File: config.mk
export PLATFORM = sky130hd
export DESIGN_NAME = modem_join_command_sequencer
export DESIGN_NICKNAME = d
export VERILOG_FILES = /design/src/design/mjcs_pkg.sv /design/src/design/modem_join_command_sequencer.sv
export SDC_FILE = /design/constraint.sdc
export NUM_CORES = 1
export LEC_CHECK = 0
export BUFFER_PORTS_ARGS = -buffer_cell sky130_fd_sc_hd__buf_2
export CORE_MARGIN = 10
export CORE_UTILIZATION = 60
export DETAILED_ROUTE_END_ITERATION = 8
export PLACE_DENSITY = 0.76
export REMOVE_ABC_BUFFERS = 1
export SYNTH_ARGS = -nofsm -noshare
export SYNTH_HDL_FRONTEND = slang
export SYNTH_SLANG_ARGS = --single-unit
File: constraint.sdc
create_clock -name aclk -period 4.2 [get_ports aclk]
set_input_delay 0.84 -clock aclk [delete_from_list [all_inputs] [get_ports aclk]]
set_output_delay 0.84 -clock aclk [all_outputs]
set_load 0.03 [all_outputs]
File: src/design/mjcs_pkg.sv
// Shared types and constants for the modem join command sequencer.
package mjcs_pkg;

    // Join machine states
    localparam logic [3:0] PH_STARTUP   = 4'd0;
    localparam logic [3:0] PH_RESET     = 4'd1;
    localparam logic [3:0] PH_SETINFO   = 4'd2;
    localparam logic [3:0] PH_METHOD    = 4'd3;
    localparam logic [3:0] PH_CHK_ABP   = 4'd4;
    localparam logic [3:0] PH_WAIT_ABP  = 4'd5;
    localparam logic [3:0] PH_CHK_OTAA  = 4'd6;
    localparam logic [3:0] PH_WAIT_OTAA = 4'd7;
    localparam logic [3:0] PH_JOINED    = 4'd8;
    localparam logic [3:0] PH_NEEDKEYS  = 4'd9;
    localparam logic [3:0] PH_FAILURE   = 4'd10;

    // Command codes
    localparam logic [3:0] CMD_NONE      = 4'd0;
    localparam logic [3:0] CMD_RESET     = 4'd1;
    localparam logic [3:0] CMD_DEV_ADDR  = 4'd2;
    localparam logic [3:0] CMD_NWK_KEY   = 4'd3;
    localparam logic [3:0] CMD_APP_SKEY  = 4'd4;
    localparam logic [3:0] CMD_APP_EUI   = 4'd5;
    localparam logic [3:0] CMD_APP_KEY   = 4'd6;
    localparam logic [3:0] CMD_JOIN_ABP  = 4'd7;
    localparam logic [3:0] CMD_JOIN_OTAA = 4'd8;

    localparam logic JOIN_MODE_ABP = 1'b0;

    // Join attempts allowed before giving up
    localparam int unsigned RETRY_LIMIT = 5;

    // Received bytes of interest
    localparam logic [7:0] CH_CR  = 8'h0D;
    localparam logic [7:0] CH_LF  = 8'h0A;
    localparam logic [7:0] CH_NUL = 8'h00;
    localparam logic [7:0] CH_R   = 8'h52;
    localparam logic [7:0] CH_N   = 8'h4E;

    // Longest keyword plus its terminator: nothing past this decides a match
    localparam int KW_SPAN  = 14;
    localparam int KW_IDX_W = $clog2(KW_SPAN);
    localparam int KW_BITS  = 8 * KW_SPAN;

    typedef logic [KW_SPAN-1:0][7:0] line_t;
    typedef logic [KW_BITS-1:0] kw_t;   // first character in the top byte

    localparam kw_t KW_OK        = {"ok", {(KW_SPAN-2){8'h00}}};
    localparam kw_t KW_NO_KEYS   = {"keys_", "not", "_init", {(KW_SPAN-13){8'h00}}};
    localparam kw_t KW_BAD_PARAM = {"invalid", "_param", {(KW_SPAN-13){8'h00}}};
    localparam kw_t KW_NO_CHAN   = {"no_free", "_ch", {(KW_SPAN-10){8'h00}}};
    localparam kw_t KW_ACCEPTED  = {"accepted", {(KW_SPAN-8){8'h00}}};
    localparam kw_t KW_DENIED    = {"denied", {(KW_SPAN-6){8'h00}}};

    localparam logic [KW_IDX_W-1:0] LEN_OK        = KW_IDX_W'(2);
    localparam logic [KW_IDX_W-1:0] LEN_NO_KEYS   = KW_IDX_W'(13);
    localparam logic [KW_IDX_W-1:0] LEN_BAD_PARAM = KW_IDX_W'(13);
    localparam logic [KW_IDX_W-1:0] LEN_NO_CHAN   = KW_IDX_W'(10);
    localparam logic [KW_IDX_W-1:0] LEN_ACCEPTED  = KW_IDX_W'(8);
    localparam logic [KW_IDX_W-1:0] LEN_DENIED    = KW_IDX_W'(6);

    // One item's worth of results, drained one command per cycle while m_ready is high
    typedef struct packed {
        logic [2:0][3:0] cmd;
        logic [1:0]      cnt;
        logic [3:0]      phase;
        logic            running;
    } pkt_t;

    // Line equals keyword: all its characters, then a terminator
    function automatic logic line_is(input line_t line, input kw_t kw,
                                     input logic [KW_IDX_W-1:0] len);
        logic hit;
        hit = 1'b1;
        for (int i = 0; i < KW_SPAN; i++) begin
            if (i < int'(len)) begin
                if (line[i] != kw[KW_BITS-1-8*i -: 8]) hit = 1'b0;
            end else if (i == int'(len)) begin
                if (line[i] != CH_NUL) hit = 1'b0;
            end
        end
        return hit;
    endfunction

endpackage

File: src/design/modem_join_command_sequencer.sv
// Join command sequencer: line capture, keyword match and join state machine.

// A request is taken in any cycle the skid slot is free, so a new one may follow
// every cycle. A received byte yields one result; a poll yields one to three
// results (one per emitted command, or a single none); the result port shows
// one per cycle while m_ready is high, so a poll issuing several commands holds
// the output until each is taken; sustained throughput is set by that port.
// Only the first 14 line bytes are kept in flops, as no keyword reaches further;
// the write index counts on, saturating at LINE_DEPTH. No clearing after reset.
module modem_join_command_sequencer
    import mjcs_pkg::*;
#(
    parameter int LINE_DEPTH = 64
) (
    input  logic       aclk,
    input  logic       aresetn,
    input  logic       cfg_wr_en,
    input  logic       cfg_wr_data,
    input  logic       s_valid,
    output logic       s_ready,
    input  logic       s_action,
    input  logic [7:0] s_rx_byte,
    output logic       m_valid,
    input  logic       m_ready,
    output logic [3:0] m_command,
    output logic       m_last,
    output logic [3:0] m_join_state,
    output logic       m_running
);

    localparam int IDX_W = $clog2(LINE_DEPTH + 1);

    logic                join_mode_reg;
    line_t               line_reg;
    logic [IDX_W-1:0]    idx_reg, idx_next;
    logic                line_ready_reg, line_ready_next;
    logic [3:0]          phase_reg, phase_next;
    logic                running_reg, running_next;
    logic [3:0]          attempt_reg, attempt_next;

    logic                lw_en;
    logic [KW_IDX_W-1:0] lw_addr;
    logic [7:0]          lw_data;

    pkt_t                head_reg, head_next, pend_reg, pend_next, new_pkt;
    logic                head_valid_reg, head_valid_next;
    logic                pend_valid_reg, pend_valid_next;
    logic [1:0]          pos_reg, pos_next;

    logic                acc, head_done, rdy;
    logic [1:0]          n_cmd;
    logic [2:0][3:0]     cmd_v;
    logic [4:0]          attempt_sum;
    logic                hit_rn, hit_ok, hit_keys, hit_inval, hit_nofree, hit_acc, hit_deny;

    assign hit_rn     = (line_reg[0] == CH_R) && (line_reg[1] == CH_N);
    assign hit_ok     = line_is(line_reg, KW_OK, LEN_OK);
    assign hit_keys   = line_is(line_reg, KW_NO_KEYS, LEN_NO_KEYS);
    assign hit_inval  = line_is(line_reg, KW_BAD_PARAM, LEN_BAD_PARAM);
    assign hit_nofree = line_is(line_reg, KW_NO_CHAN, LEN_NO_CHAN);
    assign hit_acc    = line_is(line_reg, KW_ACCEPTED, LEN_ACCEPTED);
    assign hit_deny   = line_is(line_reg, KW_DENIED, LEN_DENIED);

    assign s_ready      = !pend_valid_reg;
    assign acc          = s_valid && s_ready;
    assign m_valid      = head_valid_reg;
    assign m_command    = head_reg.cmd[pos_reg];
    assign m_last       = (pos_reg == head_reg.cnt - 2'd1);
    assign m_join_state = head_reg.phase;
    assign m_running    = head_reg.running;
    assign head_done    = head_valid_reg && m_ready && m_last;
    assign attempt_sum  = {1'b0, attempt_reg} + 5'd1;

    // Line capture and join machine, evaluated on the accepted request
    always_comb begin
        idx_next        = idx_reg;
        line_ready_next = line_ready_reg;
        phase_next      = phase_reg;
        running_next    = running_reg;
        attempt_next    = attempt_reg;
        lw_en           = 1'b0;
        lw_addr         = idx_reg[KW_IDX_W-1:0];
        lw_data         = s_rx_byte;
        cmd_v           = '{CMD_NONE, CMD_NONE, CMD_NONE};
        n_cmd           = 2'd0;
        rdy             = line_ready_reg;
        if (acc) begin
            if (s_action) begin
                if (s_rx_byte == CH_CR) begin
                    lw_en           = (idx_reg < IDX_W'(KW_SPAN));
                    lw_data         = CH_NUL;
                    idx_next        = '0;
                    line_ready_next = 1'b1;
                end else if (s_rx_byte != CH_NUL && s_rx_byte != CH_LF) begin
                    if (idx_reg < IDX_W'(LINE_DEPTH)) begin
                        lw_en    = (idx_reg < IDX_W'(KW_SPAN));
                        idx_next = idx_reg + IDX_W'(1);
                    end
                end
            end else begin
                line_ready_next = 1'b0;
                if (!running_reg) begin
                    case (phase_reg)
                        PH_STARTUP: begin
                            cmd_v[0]   = CMD_RESET;
                            n_cmd      = 2'd1;
                            phase_next = PH_RESET;
                        end
                        PH_RESET: begin
                            if (rdy) phase_next = hit_rn ? PH_SETINFO : PH_FAILURE;
                        end
                        PH_SETINFO: begin
                            if (join_mode_reg == JOIN_MODE_ABP) begin
                                cmd_v = '{CMD_APP_SKEY, CMD_NWK_KEY, CMD_DEV_ADDR};
                                n_cmd = 2'd3;
                            end else begin
                                cmd_v = '{CMD_NONE, CMD_APP_KEY, CMD_APP_EUI};
                                n_cmd = 2'd2;
                            end
                            phase_next = PH_METHOD;
                        end
                        PH_METHOD: begin
                            if (rdy) begin
                                n_cmd = 2'd1;
                                if (join_mode_reg == JOIN_MODE_ABP) begin
                                    cmd_v[0]   = CMD_JOIN_ABP;
                                    phase_next = PH_CHK_ABP;
                                end else begin
                                    cmd_v[0]   = CMD_JOIN_OTAA;
                                    phase_next = PH_CHK_OTAA;
                                end
                                attempt_next = (attempt_sum > 5'd15) ? 4'd15 : attempt_sum[3:0];
                                // limit checked on the unsaturated count
                                if (attempt_sum > 5'(RETRY_LIMIT)) phase_next = PH_FAILURE;
                            end
                        end
                        PH_CHK_ABP: begin
                            if (rdy) begin
                                if (hit_ok) begin
                                    phase_next = PH_WAIT_ABP;
                                end else if (hit_keys) begin
                                    phase_next = PH_NEEDKEYS;
                                end else begin
                                    cmd_v[0] = CMD_JOIN_ABP;
                                    n_cmd    = 2'd1;
                                end
                            end
                        end
                        PH_WAIT_ABP: begin
                            if (rdy) phase_next = hit_acc ? PH_JOINED : PH_STARTUP;
                        end
                        PH_CHK_OTAA: begin
                            if (rdy) begin
                                if (hit_ok)          phase_next = PH_WAIT_OTAA;
                                else if (hit_keys)   phase_next = PH_NEEDKEYS;
                                else if (hit_inval)  phase_next = PH_METHOD;
                                else if (hit_nofree) phase_next = PH_STARTUP;
                            end
                        end
                        PH_WAIT_OTAA: begin
                            if (rdy) begin
                                if (hit_acc)         phase_next = PH_JOINED;
                                else if (hit_deny)   phase_next = PH_METHOD;
                                else if (hit_nofree) phase_next = PH_STARTUP;
                            end
                        end
                        PH_JOINED: begin
                            attempt_next = 4'd0;
                            running_next = 1'b1;
                        end
                        default: begin
                        end
                    endcase
                end
            end
        end
        new_pkt.cmd     = cmd_v;
        new_pkt.cnt     = (n_cmd == 2'd0) ? 2'd1 : n_cmd;
        new_pkt.phase   = phase_next;
        new_pkt.running = running_next;
    end

    // Result head plus one skid slot
    always_comb begin
        head_next       = head_reg;
        head_valid_next = head_valid_reg;
        pend_next       = pend_reg;
        pend_valid_next = pend_valid_reg;
        pos_next        = pos_reg;
        if (!head_valid_reg || head_done) begin
            pos_next = 2'd0;
            if (pend_valid_reg) begin
                head_next       = pend_reg;
                head_valid_next = 1'b1;
                pend_valid_next = 1'b0;
            end else begin
                head_next       = new_pkt;
                head_valid_next = acc;
            end
        end else begin
            if (m_ready) pos_next = pos_reg + 2'd1;
            if (acc) begin
                pend_next       = new_pkt;
                pend_valid_next = 1'b1;
            end
        end
    end

    always_ff @(posedge aclk) begin
        if (!aresetn) begin
            join_mode_reg  <= JOIN_MODE_ABP;
            idx_reg        <= '0;
            line_ready_reg <= 1'b0;
            phase_reg      <= PH_STARTUP;
            running_reg    <= 1'b0;
            attempt_reg    <= 4'd0;
            head_valid_reg <= 1'b0;
            pend_valid_reg <= 1'b0;
            pos_reg        <= 2'd0;
        end else begin
            if (cfg_wr_en) join_mode_reg <= cfg_wr_data;
            idx_reg        <= idx_next;
            line_ready_reg <= line_ready_next;
            phase_reg      <= phase_next;
            running_reg    <= running_next;
            attempt_reg    <= attempt_next;
            head_valid_reg <= head_valid_next;
            pend_valid_reg <= pend_valid_next;
            pos_reg        <= pos_next;
        end
    end

    always_ff @(posedge aclk) begin
        if (lw_en) line_reg[lw_addr] <= lw_data;
        head_reg <= head_next;
        pend_reg <= pend_next;
    end

    a_pend_behind_head: assert property (@(posedge aclk) disable iff (!aresetn)
        pend_valid_reg |-> head_valid_reg)
        else $error("skid slot filled with empty head");

    a_pos_in_range: assert property (@(posedge aclk) disable iff (!aresetn)
        head_valid_reg |-> (pos_reg < head_reg.cnt))
        else $error("result position past command count");

    a_running_sticks: assert property (@(posedge aclk) disable iff (!aresetn)
        running_reg |=> running_reg)
        else $error("running flag dropped");

    a_running_joined: assert property (@(posedge aclk) disable iff (!aresetn)
        running_reg |-> (phase_reg == PH_JOINED))
        else $error("running outside joined state");

    a_index_bound: assert property (@(posedge aclk) disable iff (!aresetn)
        idx_reg <= IDX_W'(LINE_DEPTH))
        else $error("line index beyond depth");

endmodule
==> out/results.ini <==
[logic_synthesis]
syn_inst = 524
netlist_top_cells_count = edfxtp_1, nor2_1, nand2_1, dfxtp_1
synth_top_flop_cell = edfxtp_1
yosys_warnings = 0
synth-seq-cells = 162
ys_seq_area_frac = 0.677
synth-async-reset-ratio = 0
synth_top_area_cell = edfxtp_1
synth_top_area_share = 0.613
avgSynthCellArea_um2 = 13.1
synth_area_um2 = 6860
synthMostInstantiatedCell = edfxtp_1
synth-edff-count = 140
ys_top_cells_by_area = edfxtp_1, dfxtp_1, nor2_1
synth_cell_types = 50

[timing]
slew_headroom = 0.453
period_share = 0.785
hold_ws_ps = 518
clock.fmax_mhz = 303
rsz0062_at_grt = false
tightestPinTransition_ps = 818
finalHoldViolCount = 0
fin_worst_skew_ps = 13.2
setup_viol = 0
setup_tns_ps = 0
drv_slew = 0
period_minus_slack_ps = 3300

[worst_hold_path]
hold_class = flop to flop
holdPathStages = 2
min_to = pos_reg[1]$_SDFFE_PP0P_
hp-start = m_valid$_SDFFE_PN0P_

[cts]
holdBufCountCts = 0
cts-buffers-inserted = 17
cts-htree-levels = 4
cts_tree = built
clkTransAtPathRegs_ps = 70
cts-root-buf = clkbuf_16
insertion_delay_ps = 430
post_cts_resized = 0
cts_num_sinks = 162
clockBufferDepth = 2
postCtsSetupBuffers = 0

[route]
drc_errors = 0
num_vias = 4587
drtIter0Drc = 450
ant_nets = 0
viasPerCell = 6.44
wire_per_inst_um = 22.2
drt_wl_total_um = 15800
firstDrtPassIters = 6

[pwr]
swShare = 0.230
clkPwrFrac = 0.438
combPwrFrac = 0.040
p_seq_frac = 0.523
p_per_area_nw_per_um2 = 445
power_switching_uw = 789
p_leak_nw = 2.65
power_mw = 3.44
internal-power_mw = 2.65
max-vdd-ir-drop_v = 0.000469

[status]
status = finished, final reports clean

[critical_path]
path_class = flop to flop
cpMostUsedCell = or4_1
worstSetupStartpointType = flop
critPathBufInv = 0
slowest_delay_ps = 560
worstPathMaxFanout = 4
endpoint_kind = flop
rrSetupSlack_ps = 900
worst_ep_arrival_time_ps = 3450
reg2reg_from = line_reg[18]$_DFFE_PP_
cp.required_ps = 4360
rr_endpoint = pend_reg[1]$_DFFE_PP_
cp_cell_sequence = or4_1 -> or4b_1 -> or4_1 -> nor3_1 -> o21ai_0 -> a211oi_1 -> a21oi_1
cp.depth = 7
critPathSlowestCell = or4_1
crit_family = simple AND/OR/NAND/NOR gates
reg2reg_depth = 7

[global_route]
antenna_found_initial = 0
grt_pass1_wl_um = 24800
grt_pass1_vias = 4563
grt_use_total = 0.198
grt_start_max_net_pins = 17
overflow = 0

[placed_design]
globalplace.congestion = 0.984
port_buffers = 26
hpwlAfterDp_um = 11000
place_inst = 681

[layout]
area_growth_pct = 12.7
largest_reg_flops = 112
n_antenna_cell = 0
nets = 581
drive_above_1_share = 0.136
instances_no_fill = 712

[floorplan]
num_rows = 38
die_w_um = 127
ioPinCount = 27
die_height_um = 127
dieArea_um2 = 16100
start_util = 0.622
core-area_um2 = 11000

[job]
drv_cap = 0

==> per-stage QoR <==
stage | utilization | setup WS (ps) | instance area (µm²)
floorplan | - | 1180 | 6770
global placement | 0.649 | 1030 | 7160
detailed placement | 0.649 | 962 | 7160
CTS | 0.701 | 958 | 7730
global route | 0.701 | 737 | 7730
finish | 0.701 | 903 | 7730
==> cell families (layout without fill, tap and decap cells) <==
kind of cell,after synthesis,after routing,synth area share
simple gates,253,253,0.219
flops,162,162,0.677
compound gates,48,48,0.0458
buf+inv,37,85,0.0224
xor+xnor,9,9,0.0115
mux,9,9,0.0137
fa+ha+maj,6,6,0.0109
==> tightest hold or removal path, delay by kind of cell, from the launching register on <==
| kind | cells | cell delay [ps] |
|---|---|---|
| DFF | 1 | 320 |
| and+or+nand+nor | 2 | 160 |
==> how the worst max path moves through the flow <==
stage                                       start                        end
after floorplan           line_reg[108]$_DFFE_PP_  m_join_state[2]$_DFFE_PP_
after global placement     line_reg[18]$_DFFE_PP_  m_join_state[1]$_DFFE_PP_
after detailed placement   line_reg[18]$_DFFE_PP_  m_join_state[1]$_DFFE_PP_
after CTS                  line_reg[18]$_DFFE_PP_  m_join_state[1]$_DFFE_PP_
after global routing       line_reg[18]$_DFFE_PP_  m_join_state[1]$_DFFE_PP_
final                      line_reg[18]$_DFFE_PP_      pend_reg[1]$_DFFE_PP_
==> area by class of cell <==
type                            instances  area, µm²
Clock buffer                           17        425
Inverter                               17       63.8
Sequential cell                       162       4640
Timing Repair Buffer                   37        213
Tap cell                              140        175
Fill cell                             745       3300
Multi-Input combinational cell        325       2060
Clock inverter                         14        149
==> layer usage <==
layer	GRT usage	vias up	wire length, µm
met5	0	-	0
met4	0.0851	0	363
met3	0.0554	37	1260
met2	0.315	204	7790
met1	0.248	2271	6380
li1	-	2075	-
==> cells in the final DEF, fill, tap and decap left out, types with 13 or more instances in the layout <==
cell type	instances
buf_2	26
nor4_1	13
nand4b_1	16
inv_1	16
dfxtp_1	22
clkbuf_16	17
nand4_1	16
nand3_1	16
nand2_1	40
nor2_1	48
edfxtp_1	140
==> power by group through the flow <==
stage          clock network (mW)  registers (mW)  logic, mW
3_5_place_dp                    0            1.83      0.137
2_1_floorplan                   0            1.84     0.0653
5_1_grt                      1.59            1.80      0.150
4_1_cts                      1.52            1.80      0.139
3_3_place_gp                    0            1.83      0.134
6_report                     1.50            1.80      0.137
(Power assumes the default switching activity.)
